[src/hw/rtl/rfw_pkg.sv]
// ----------------------------------------------------------------------------
// rfw_pkg: shared types and codes of the repeat field frame weaver
// Transfer payloads, picture type decode and status codes.
// ----------------------------------------------------------------------------
package rfw_pkg;

   localparam int POS_W    = 16;
   localparam int SMP_W    = 16;
   localparam int REP_W    = 3;
   localparam int STATUS_W = 2;
   localparam int COPY_W   = 2;

   localparam logic [STATUS_W-1:0] ST_OK                = 2'd0;
   localparam logic [STATUS_W-1:0] ST_BAD_REPEAT        = 2'd1;
   localparam logic [STATUS_W-1:0] ST_INTERLACED_REPEAT = 2'd2;

   localparam logic [REP_W-1:0] REP_NONE   = 3'd0;
   localparam logic [REP_W-1:0] REP_FIELD  = 3'd1;
   localparam logic [REP_W-1:0] REP_DOUBLE = 3'd2;
   localparam logic [REP_W-1:0] REP_TRIPLE = 3'd4;

   typedef struct packed {
      logic [SMP_W-1:0] sample;
      logic [POS_W-1:0] position;
      logic             odd_line;
      logic             interlaced;
      logic             top_first;
      logic [REP_W-1:0] repeat_count;
      logic             end_of_frame;
   } req_type;

   typedef struct packed {
      logic [SMP_W-1:0]    out_sample;
      logic [POS_W-1:0]    out_position;
      logic [COPY_W-1:0]   copy_index;
      logic                last_of_run;
      logic [STATUS_W-1:0] status;
   } rsp_type;

   typedef struct packed {
      logic [STATUS_W-1:0] status;
      logic [COPY_W-1:0]   copies;
      logic                weave_first;
   } decode_type;

   // Picture type from the frame flags
   function automatic decode_type decode_picture(req_type r);
      decode_type d;
      d.status      = ST_OK;
      d.copies      = 2'd1;
      d.weave_first = 1'b0;
      if (r.interlaced) begin
         if (r.repeat_count != REP_NONE) begin
            d.status = ST_INTERLACED_REPEAT;
         end else begin
            d.weave_first = !r.top_first;
         end
      end else begin
         unique case (r.repeat_count)
            REP_NONE: begin
               d.copies = 2'd1;
            end
            REP_FIELD: begin
               if (!r.top_first) begin
                  d.weave_first = 1'b1;
                  d.copies      = 2'd2;
               end
            end
            REP_DOUBLE: begin
               d.copies = 2'd2;
            end
            REP_TRIPLE: begin
               d.copies = 2'd3;
            end
            default: begin
               d.status = ST_BAD_REPEAT;
            end
         endcase
      end
      return d;
   endfunction

endpackage

[src/hw/rtl/rfw_emit.sv]
// ----------------------------------------------------------------------------
// rfw_emit: copy sequencer and result register
// Holds one item with its stored sample and issues its copies one a cycle unless stalled.
// ----------------------------------------------------------------------------
module rfw_emit import rfw_pkg::*; #(
   parameter int SAMPLE_BITS = 16
) (
   input  logic                   clock,
   input  logic                   reset,
   input  logic                   in_valid,
   input  req_type                in_data,
   input  decode_type             in_dec,
   input  logic                   in_prev,
   output logic                   in_ready,
   input  logic [SAMPLE_BITS-1:0] rd_data,
   output logic                   rsp_valid,
   input  logic                   rsp_stall,
   output rsp_type                rsp_data
);

   logic              item_valid_ff;
   req_type           item_ff;
   decode_type        dec_ff;
   logic              prev_ff;
   logic [COPY_W-1:0] copy_ff;
   logic              rsp_valid_ff;
   rsp_type           rsp_data_ff;

   logic              out_free;
   logic              fire;
   logic              last;
   logic              done;
   logic [SMP_W-1:0]  smp;
   logic [SMP_W-1:0]  woven;
   rsp_type           rsp_data_in;

   assign out_free = !rsp_valid_ff || !rsp_stall;
   assign fire     = item_valid_ff && out_free;
   assign last     = copy_ff == dec_ff.copies - 2'd1;
   assign done     = fire && last;
   assign in_ready = !item_valid_ff || done;

   assign smp   = SMP_W'(item_ff.sample[SAMPLE_BITS-1:0]);
   assign woven = (!item_ff.odd_line && prev_ff) ? SMP_W'(rd_data) : smp;

   always_comb begin
      rsp_data_in.out_position = item_ff.position;
      rsp_data_in.copy_index   = copy_ff;
      rsp_data_in.last_of_run  = last;
      rsp_data_in.status       = dec_ff.status;
      if (dec_ff.status != ST_OK) begin
         rsp_data_in.out_sample = '0;
      end else if (copy_ff == '0 && dec_ff.weave_first) begin
         rsp_data_in.out_sample = woven;
      end else begin
         rsp_data_in.out_sample = smp;
      end
   end

   always_ff @(posedge clock) begin
      if (reset) begin
         item_valid_ff <= 1'b0;
         copy_ff       <= '0;
         rsp_valid_ff  <= 1'b0;
      end else begin
         if (in_valid && in_ready) begin
            item_valid_ff <= 1'b1;
            copy_ff       <= '0;
         end else if (done) begin
            item_valid_ff <= 1'b0;
         end else if (fire) begin
            copy_ff <= copy_ff + 2'd1;
         end
         if (out_free) begin
            rsp_valid_ff <= fire;
         end
      end
   end

   always_ff @(posedge clock) begin
      if (in_valid && in_ready) begin
         item_ff <= in_data;
         dec_ff  <= in_dec;
         prev_ff <= in_prev;
      end
      if (fire) begin
         rsp_data_ff <= rsp_data_in;
      end
   end

   assign rsp_valid = rsp_valid_ff;
   assign rsp_data  = rsp_data_ff;

endmodule

[config.mk]
export PLATFORM = sky130hd
export DESIGN_NAME = rfw_emit
export DESIGN_NICKNAME = d
export VERILOG_FILES = /design/src/hw/rtl/rfw_pkg.sv /design/src/hw/rtl/rfw_emit.sv
export SDC_FILE = /design/constraint.sdc
export NUM_CORES = 1
export LEC_CHECK = 0
export BUFFER_PORTS_ARGS = -buffer_cell sky130_fd_sc_hd__buf_2
export CORE_MARGIN = 5
export CORE_UTILIZATION = 51
export CTS_BUF_LIST = sky130_fd_sc_hd__clkbuf_2 sky130_fd_sc_hd__clkbuf_4 sky130_fd_sc_hd__clkbuf_8
export DETAILED_ROUTE_END_ITERATION = 12
export PLACE_DENSITY = 0.82
export SETUP_SLACK_MARGIN = 0.1
export SLEW_MARGIN = 25
export SYNTH_ARGS = -nofsm -noshare
export SYNTH_HDL_FRONTEND = slang
export SYNTH_SLANG_ARGS = --single-unit
[constraint.sdc]
create_clock -name clock -period 3.2 [get_ports clock]
set_input_delay 0.64 -clock clock [delete_from_list [all_inputs] [get_ports clock]]
set_output_delay 0.64 -clock clock [all_outputs]
set_load 0.02 [all_outputs]
==> results.tsv <==
stage	metric	value	unit
clock_tree	Resized Gates After CTS	0	
logic_synthesis	ys flop type	edfxtp_1	
setup_path	Critical Path AT	1.76	ns
clock_tree	Post-CTS Setup Bufs	0	
sta	fmax	416.8	MHz
setup_path	data required time of the worst path	2.56	ns
pwr	PD cells	599.0	nW/um2
setup_path	CP Launch Type	flop	
clock_tree	CTS tree	yes	
setup_path	nature of the critical path endpoint	output port	
drt	DR WL met2	2.808	mm
clock_tree	Max clock buf depth	2	
logic_synthesis	warnings from Yosys	0	
die	Core ar.	5439	um2
setup_path	Worst Path Max Fanout	5	
clock_tree	CTS Buf Count	9	
sta	Final Hold Vio Count	0	
drt	Via Count	1636	
global_route	vias in the first global route	1639	
drt	first drt pass iteration count	4	
logic_synthesis	Synth Cell Area	2836	um2
sta	Setup Viol. Count Final	0	
die	Die Y	84.58	um
logic_synthesis	EDFF count, synth	76	
clock_tree	CTS H-tree depth	3	
final_layout	n_diodes	0	
logic_synthesis	top cell type's share of synthesized area	80.46	%
sta	Slew Limit Headroom	41.14	%
die	Die Area	7153	um2
logic_synthesis	Yosys top cell by area	edfxtp_1	
setup_path	CP Class	flop to output port	
placement	area post-placement	3411	um2
pwr	maximum VDD drop	432.7	uV
drt	WL/cell	14.44	um
logic_synthesis	Mapped Cells	168	
drt	vias per inst	4.688	
job	max-cap violations	0	
logic_synthesis	Avg Synthesized Cell Area	16.88	um2
clock_tree	cts-stage hold buffer count	0	
drt	remaining antenna violation count after routing	0	
drt	wl on met1	1.869	mm
setup_path	crit path from	dec_ff[2]	
logic_synthesis	Seq/Total Area, Yosys	83.28	%
global_route	initial antenna violation count	0	
placement	Final HPWL DP	3.701	mm
sta	Worst Max-Slew Pin Slew	0.8828	ns
drt	final routed DRC violation total	0	
die	floorplan row count	27	
clock_tree	TritonCTS Sinks	80	
placement	I/O Buffers	97	
final_layout	Area growth syn-to-layout	27.39	%
clock_tree	Clock transition at path regs	0.08	ns
sta	Total Neg Setup Slack	0	ns
die	Boundary Pins	104	
placement	GPL Wtd Cong	0.7151	
sta	final period utilization	74.97	%
sta	final worst clock skew	0.008475	ns
global_route	largest net degree at the start of global routing	40	
logic_synthesis	Seq cells post-synth	80	
clock_tree	Clock Tree Root	clkbuf_8	
sta	Final Max Slew Viols	0	
logic_synthesis	library cells used by synthesis	27	
global_route	GRT Residual Overflow	0	
logic_synthesis	top post-synthesis cells by area	edfxtp_1 (80%), nand2_1 (4.5%), a21oi_1 (3.7%), dfxtp_1 (2.8%), a2111oi_4 (0.97%)	
setup_path	RR Startpoint	dec_ff[2]	
drt	WL final	5.039	mm
drt	DR WL met3	321	um
final_layout	layout cell share with drive strength beyond 1	44.04	%
die	Starting Density	52.15	%
clock_tree	Clk Latency, worst-skew pair	0.33	ns
global_route	gr usage total	14.96	%
sta	Tmin final	2.399	ns
final_layout	Finished Layout Cells	349	
outcome	outcome	complete, no violations	
logic_synthesis	post-synthesis net count	234	
placement	Inst Count DP	333	
final_layout	nets	338	
global_route	first-pass GRT wire length	8.073	mm
worst_hold_path	Hold Path Class	flop to flop	
drt	Top Metal Used	met4	
worst_hold_path	HP Start	item_ff[20]	
drt	Iteration-0 DRC Markers	69	
logic_synthesis	fraction of synthesis flops using an asynchronous set or reset pin	0	%
pwr	Pleak	1.438	nW
die	die width	84.58	um
sta	RSZ-0062 raised after global routing	false	
final_layout	post-route cell area	3613	um2
path summary, 6_finish.rpt:
path	end	slack, ns	cells past startpoint
max reg2reg	item_ff[7]	1.03	4
max	in_ready	0.80	4
min	rsp_data[18]	0.42	0
min reg2reg	rsp_data[18]	0.42	0
logic make-up after synthesis:
kind of cell               synth area share (%)
buffers and inverters                     1.499
xor gates and xnor gates                 0.3088
and+or+nand+nor                           6.970
muxes                                    0.5292
adders and majority gates                0.4410
AOI/OAI and AO/OA                         6.970
DFF                                       83.28
final cells by class:
type | count | area, um2
inverters | 5 | 18.77
multi-input cells | 77 | 439.2
repair buffers | 99 | 500.5
well taps | 72 | 90.09
clock inverters | 7 | 78.83
flip-flops and latches | 80 | 2362
fillers | 397 | 1826
clock buffers | 9 | 123.9
per-stage QoR:
stage / utilization [%] / total power (W) / hold slack [ns] / setup WS (ns)
finish: 66.44 / 0.002165 / 0.4224 / 0.8010
global route: 66.44 / 0.002268 / 0.4295 / 0.7020
CTS: 66.44 / 0.002184 / 0.4243 / 0.7922
detailed placement: 62.71 / 0.001459 / 0.4045 / 1.025
global placement: 62.71 / 0.001449 / 0.4006 / 1.073
floorplan: - / 0.001371 / 0.4003 / 0.6400
sequential cells by signal, indices dropped and copies added, names as in the netlist:
register,cells
rsp_data,37
item_ff,17
smp,16
dec_ff,5
copy_ff,2
item_valid_ff,1
prev_ff,1
rsp_valid,1
Yosys cell counts (2+ instances only):
library cell and instances:
dfxtp_1 4, inv_1 5, a21oi_1 21, nor2b_1 3, edfxtp_1 76, clkbuf_1 4, nand2_1 34, nand3_1 2
cell usage in the layout (no fill, tap or decap), types with 2 or more instances in the layout:
cell	n
inv_1	5
nor2b_1	3
nand3_1	2
inv_6	2
a21oi_1	21
nand2_1	34
buf_4	2
clkinvlp_4	2
clkbuf_8	9
buf_2	97
dfxtp_1	4
edfxtp_1	76
report_power, final:
| group | internal (W) | switching (W) |
|---|---|---|
| registers | 0.00122 | 0.0000202 |
| clock network | 0.000370 | 0.000362 |
| logic | 0.0000683 | 0.000119 |
critical path: stages (launching register included):
cell and delay [ns]:
edfxtp_1 0.45, xor2_1 0.24, mux2_4 0.34, a21o_4 0.24
buf_2 0.16
layer usage:
| layer | up-vias | track usage [%] |
|---|---|---|
| met3 | 2 | 5.103 |
| met2 | 48 | 26.33 |
| met1 | 758 | 16.73 |
| li1 | 828 | - |
| met5 | - | 0 |
| met4 | 0 | 5.612 |
No activity file was read; power rests on OpenSTA's default activity.
