### config.mk
export PLATFORM = sky130hd
export DESIGN_NAME = rfw_wrap
export DESIGN_NICKNAME = d
export VERILOG_FILES = /design/src/hw/rtl/rfw_pkg.sv /design/src/hw/rtl/rfw_wrap.sv
export SDC_FILE = /design/constraint.sdc
export NUM_CORES = 1
export LEC_CHECK = 0
export BUFFER_PORTS_ARGS = -buffer_cell sky130_fd_sc_hd__buf_2
export CORE_UTILIZATION = 51
export CTS_CLUSTER_SIZE = 30
export DETAILED_ROUTE_END_ITERATION = 10
export GPL_ROUTABILITY_DRIVEN = 0
export HOLD_SLACK_MARGIN = 0.02
export PLACE_DENSITY_LB_ADDON = 0.12
export SYNTH_ARGS = -nofsm -noshare
export SYNTH_HDL_FRONTEND = slang
export SYNTH_SLANG_ARGS = --single-unit
### constraint.sdc
create_clock -name clock -period 3.5 [get_ports clock]
set_input_delay 0.525 -clock clock [delete_from_list [all_inputs] [get_ports clock]]
set_output_delay 0.525 -clock clock [all_outputs]
set_load 0.02 [all_outputs]
### src/hw/rtl/rfw_pkg.sv
// ----------------------------------------------------------------------------
// rfw_pkg: shared types and codes of the repeat field frame weaver
// Transfer payloads, picture type decode and status codes.
// ----------------------------------------------------------------------------
package rfw_pkg;

   localparam int POS_W    = 16;
   localparam int SMP_W    = 16;
   localparam int REP_W    = 3;
   localparam int STATUS_W = 2;
   localparam int COPY_W   = 2;

   localparam logic [STATUS_W-1:0] ST_OK                = 2'd0;
   localparam logic [STATUS_W-1:0] ST_BAD_REPEAT        = 2'd1;
   localparam logic [STATUS_W-1:0] ST_INTERLACED_REPEAT = 2'd2;

   localparam logic [REP_W-1:0] REP_NONE   = 3'd0;
   localparam logic [REP_W-1:0] REP_FIELD  = 3'd1;
   localparam logic [REP_W-1:0] REP_DOUBLE = 3'd2;
   localparam logic [REP_W-1:0] REP_TRIPLE = 3'd4;

   typedef struct packed {
      logic [SMP_W-1:0] sample;
      logic [POS_W-1:0] position;
      logic             odd_line;
      logic             interlaced;
      logic             top_first;
      logic [REP_W-1:0] repeat_count;
      logic             end_of_frame;
   } req_type;

   typedef struct packed {
      logic [SMP_W-1:0]    out_sample;
      logic [POS_W-1:0]    out_position;
      logic [COPY_W-1:0]   copy_index;
      logic                last_of_run;
      logic [STATUS_W-1:0] status;
   } rsp_type;

   typedef struct packed {
      logic [STATUS_W-1:0] status;
      logic [COPY_W-1:0]   copies;
      logic                weave_first;
   } decode_type;

   // Picture type from the frame flags
   function automatic decode_type decode_picture(req_type r);
      decode_type d;
      d.status      = ST_OK;
      d.copies      = 2'd1;
      d.weave_first = 1'b0;
      if (r.interlaced) begin
         if (r.repeat_count != REP_NONE) begin
            d.status = ST_INTERLACED_REPEAT;
         end else begin
            d.weave_first = !r.top_first;
         end
      end else begin
         unique case (r.repeat_count)
            REP_NONE: begin
               d.copies = 2'd1;
            end
            REP_FIELD: begin
               if (!r.top_first) begin
                  d.weave_first = 1'b1;
                  d.copies      = 2'd2;
               end
            end
            REP_DOUBLE: begin
               d.copies = 2'd2;
            end
            REP_TRIPLE: begin
               d.copies = 2'd3;
            end
            default: begin
               d.status = ST_BAD_REPEAT;
            end
         endcase
      end
      return d;
   endfunction

endpackage

### src/hw/rtl/rfw_wrap.sv
// ----------------------------------------------------------------------------
// rfw_wrap: store address reduction
// Two stage pipeline: position modulo FRAME_SAMPLES by reciprocal multiply.
// ----------------------------------------------------------------------------
module rfw_wrap import rfw_pkg::*; #(
   parameter int FRAME_SAMPLES = 65536,
   localparam int ADDR_W = $clog2(FRAME_SAMPLES)
) (
   input  logic              clock,
   input  logic              reset,
   input  logic              in_valid,
   input  req_type           in_data,
   output logic              in_ready,
   input  logic              take,
   output logic              out_valid,
   output req_type           out_data,
   output logic [ADDR_W-1:0] out_addr
);

   // floor(pos / F) = (pos * RECIP) >> SHIFT exactly for any POS_W-bit pos
   localparam int SHIFT = POS_W + ADDR_W;
   localparam longint unsigned RECIP =
      ((64'd1 << SHIFT) + longint'(FRAME_SAMPLES) - 64'd1) / longint'(FRAME_SAMPLES);
   localparam int RECIP_W = POS_W + 2;
   localparam int PROD1_W = POS_W + RECIP_W;
   localparam int F_W     = ADDR_W + 1;
   localparam int PROD2_W = POS_W + F_W;
   localparam logic [RECIP_W-1:0] RECIP_C = RECIP_W'(RECIP);
   localparam logic [F_W-1:0]     FRAME_C = F_W'(FRAME_SAMPLES);

   logic               s1_valid_ff;
   req_type            s1_req_ff;
   logic [PROD1_W-1:0] s1_prod_ff;
   logic               s2_valid_ff;
   req_type            s2_req_ff;
   logic [PROD2_W-1:0] s2_qf_ff;

   logic               s1_load;
   logic               s2_load;
   logic [POS_W-1:0]   quot;
   logic [PROD2_W-1:0] diff;

   assign s2_load  = !s2_valid_ff || take;
   assign s1_load  = !s1_valid_ff || s2_load;
   assign in_ready = s1_load;
   assign quot     = POS_W'(s1_prod_ff >> SHIFT);

   always_ff @(posedge clock) begin
      if (reset) begin
         s1_valid_ff <= 1'b0;
         s2_valid_ff <= 1'b0;
      end else begin
         if (s1_load) begin
            s1_valid_ff <= in_valid;
         end
         if (s2_load) begin
            s2_valid_ff <= s1_valid_ff;
         end
      end
   end

   always_ff @(posedge clock) begin
      if (s1_load) begin
         s1_req_ff  <= in_data;
         s1_prod_ff <= PROD1_W'(in_data.position) * PROD1_W'(RECIP_C);
      end
      if (s2_load) begin
         s2_req_ff <= s1_req_ff;
         s2_qf_ff  <= PROD2_W'(quot) * PROD2_W'(FRAME_C);
      end
   end

   assign diff      = PROD2_W'(s2_req_ff.position) - s2_qf_ff;
   assign out_addr  = diff[ADDR_W-1:0];
   assign out_valid = s2_valid_ff;
   assign out_data  = s2_req_ff;

endmodule

==> flow_results.xml <==
<?xml version="1.0" encoding="UTF-8"?>
<metrics>
  <group name="final_layout">
    <metric name="fin_nets" unit="">240</metric>
    <metric name="post_route_cells_drive_above_1_share" unit="%">55.0</metric>
    <metric name="diode_count" unit="">0</metric>
    <metric name="stdcell_count" unit="">267</metric>
    <metric name="areaGrowthSynthToFinish" unit="%">24.1</metric>
  </group>
  <group name="critical_path">
    <metric name="crit_fanout" unit="">3</metric>
    <metric name="timing.setup.critical_path_class" unit="">reg -&gt; out</metric>
    <metric name="data_arrival_time_at_the_worst_slack_endpoint" unit="ps">980</metric>
    <metric name="crit-reg2reg-launch" unit="">out_valid$_SDFFE_PP0P_</metric>
    <metric name="critPathCaptureType" unit="">output port</metric>
    <metric name="critical_path_required" unit="ps">2970</metric>
    <metric name="end_of_the_worst_register_to_register_path" unit="">out_data[12]$_DFFE_PP_</metric>
    <metric name="reg2regPathDepth" unit="">1</metric>
    <metric name="critical_path.startpoint" unit="">out_valid$_SDFFE_PP0P_</metric>
    <metric name="worstSetupStartpointType" unit="">register</metric>
    <metric name="ff2ff_setup_slack" unit="ps">2090</metric>
  </group>
  <group name="route">
    <metric name="dr.pass1.iters" unit="">3</metric>
    <metric name="viasPerCell" unit="">4.51</metric>
    <metric name="drc_errors" unit="">0</metric>
    <metric name="drt-total-wl" unit="um">3620</metric>
    <metric name="drtAntennaViolNets" unit="">0</metric>
    <metric name="via_count" unit="">1205</metric>
    <metric name="detail_route.iter0.violations" unit="">105</metric>
    <metric name="wl_per_cell" unit="um">13.6</metric>
  </group>
  <group name="grt">
    <metric name="grt_first_pass_wirelength" unit="um">4830</metric>
    <metric name="number_of_global_route_vias_before_repair" unit="">1094</metric>
    <metric name="grt_start_max_net_pins" unit="">41</metric>
    <metric name="global_route_congestion_overflow_total" unit="">0</metric>
    <metric name="antenna_found_initial" unit="">0</metric>
    <metric name="grtUsageTotal" unit="%">13.6</metric>
  </group>
  <group name="timing">
    <metric name="timing_max_transition_violations_final" unit="">0</metric>
    <metric name="setup_viol_count_final" unit="">0</metric>
    <metric name="timing_hold_violations_final" unit="">0</metric>
    <metric name="fin_crit" unit="ps">1510</metric>
    <metric name="slew_headroom" unit="%">35.5</metric>
    <metric name="clock-skew-final" unit="ps">5.64</metric>
    <metric name="fin_setup_tns" unit="ps">0</metric>
    <metric name="timing_worst_slew_pin_value" unit="ps">968</metric>
    <metric name="setup_repair_after_global_routing_missed_its_margin" unit="">no</metric>
    <metric name="clock.fmax" unit="MHz">663</metric>
    <metric name="final.hold.worst_slack" unit="ps">364</metric>
    <metric name="fin_crit_sh" unit="%">43.1</metric>
  </group>
  <group name="clocking">
    <metric name="cts.repair.resized" unit="">0</metric>
    <metric name="cts_hold_repair.buffers" unit="">0</metric>
    <metric name="cts-htree-levels" unit="">3</metric>
    <metric name="clock_latency" unit="ps">330</metric>
    <metric name="clock_tree.root_cell" unit="">clkbuf_8</metric>
    <metric name="cts-root-to-sink-buffers" unit="">2</metric>
    <metric name="clk_transition_reported_paths" unit="ps">70</metric>
    <metric name="cts_tree" unit="">built</metric>
    <metric name="clock_sink_count" unit="">80</metric>
    <metric name="cts_setup_buffers" unit="">0</metric>
    <metric name="cts_made_buffers" unit="">9</metric>
  </group>
  <group name="synth">
    <metric name="avgSynthCellArea" unit="um2">24.8</metric>
    <metric name="synth_top_area_share" unit="%">92.4</metric>
    <metric name="synth_top_cell_by_area" unit="">edfxtp_1</metric>
    <metric name="synth_sequential_area_ratio" unit="%">94.0</metric>
    <metric name="yosys_warnings" unit="">0</metric>
    <metric name="synth.lib_cells_used.distinct" unit="">7</metric>
    <metric name="synth_fp_nets" unit="">145</metric>
    <metric name="ys_seq_elements" unit="">80</metric>
    <metric name="mappedNetlistArea" unit="mm2">0.00253</metric>
    <metric name="synth.top_cells.by_area" unit="">edfxtp_1, buf_4, dfxtp_1</metric>
    <metric name="syn_inst" unit="">102</metric>
  </group>
  <group name="floorplanning">
    <metric name="core_area" unit="mm2">0.00475</metric>
    <metric name="area_enclosed_by_the_die_boundary" unit="mm2">0.00525</metric>
    <metric name="ioPinCount" unit="">100</metric>
    <metric name="chip_height" unit="um">72.5</metric>
    <metric name="rows" unit="">25</metric>
    <metric name="die_width" unit="um">72.5</metric>
    <metric name="initial_utilization" unit="%">53.3</metric>
  </group>
  <group name="placed_design">
    <metric name="hpwl" unit="um">2390</metric>
    <metric name="quantity_of_i_o_buffers_inserted_on_ports" unit="">99</metric>
    <metric name="post-place-cells" unit="">253</metric>
  </group>
  <group name="power_and_ir_drop">
    <metric name="power_density" unit="mW/mm2">571</metric>
    <metric name="cellLeakagePower" unit="nW">1.32</metric>
    <metric name="worst_ir_drop_vdd" unit="V">0.000364</metric>
  </group>
  <group name="worst_hold_path">
    <metric name="hold-path-endpoint" unit="">out_valid$_SDFFE_PP0P_</metric>
    <metric name="hp-start" unit="">reset</metric>
    <metric name="path_class_of_the_lowest_slack_min_delay_path" unit="">in -&gt; reg</metric>
    <metric name="worst_hold_path.num_cells" unit="">2</metric>
  </group>
  <group name="job">
    <metric name="timing.max_cap.violations" unit="">0</metric>
  </group>
  <group name="outcome">
    <metric name="status" unit="">finished clean</metric>
  </group>
</metrics>
[Yosys cell counts]
cell and count:
a21oi_1 2, buf_4 16, dfxtp_1 2, edfxtp_1 78, inv_1 2, nand2b_1 1, nand3b_1 1
[metal layers]
layer / share of wire [%] / track usage, % / vias to the layer above
met4: 2.5 / 11.1 / 0
li1: - / - / 565
met5: 0 / 0 / -
met3: 9.1 / 5.28 / 11
met1: 39 / 14.3 / 559
met2: 49 / 21.8 / 70
[registers in the layout (all words and copies together), names as in the netlist]
| signal | count |
|---|---|
| s1_req_ff | 39 |
| out_valid | 1 |
| out_data | 39 |
| s1_valid_ff | 1 |
[metrics by stage]
step                      setup slack [ps]  cell area (um2)  power, mW  utilization [%]
final                                 1990             3150       1.79             66.2
after CTS                             1970             3150       1.81             66.2
after global routing                  1960             3150       1.85             66.2
after global placement                1770             3000       1.29             63.2
after floorplan                       1180             2530       1.24                -
after detailed placement              1710             3000       1.30             63.2
[worst max path at each step]
stage / end / slack, ps / cells after the start
floorplan: s1_req_ff[0]$_DFFE_PP_ / 1180 / 1
global placement: out_data[22]$_DFFE_PP_ / 1770 / 2
detailed placement: out_data[21]$_DFFE_PP_ / 1710 / 2
CTS: in_ready / 1970 / 2
global route: in_ready / 1960 / 2
finish: in_ready / 1990 / 2
[final cells by class]
type	instances	area (um2)
Fill cell	342	1610
Clock buffer	11	131
Clock inverter	3	11.3
Inverter	2	7.51
Tap cell	67	83.8
Multi-Input combinational cell	4	26.3
Timing Repair Buffer	100	503
Sequential cell	80	2380
[report_power, final]
part,switching [mW],internal (mW)
sequential,0.0175,1.12
clock,0.277,0.243
combinational,0.0917,0.0482
[cell families (layout without fill, tap and decap cells)]
group	count (synthesis)	after routing	share of synthesized area (%)
AOI/OAI and AO/OA	2	2	0.395
buffers and inverters	18	116	5.04
DFF	80	80	94.0
and+or+nand+nor	2	2	0.543
[cells in the final DEF (no fill, tap or decap)]
cell,count
buf_2,99
edfxtp_1,78
clkbuf_8,9
clkinv_1,3
inv_1,2
a21oi_1,2
clkbuf_1,2
dfxtp_1,2
nand2b_2,1
nand3b_1,1
buf_4,1
[worst max-delay path: stages (launching register included)]
cell      delay (ps)
dfxtp_1          370
nand3b_1         110
buf_2            170
(Power assumes the default switching activity.)
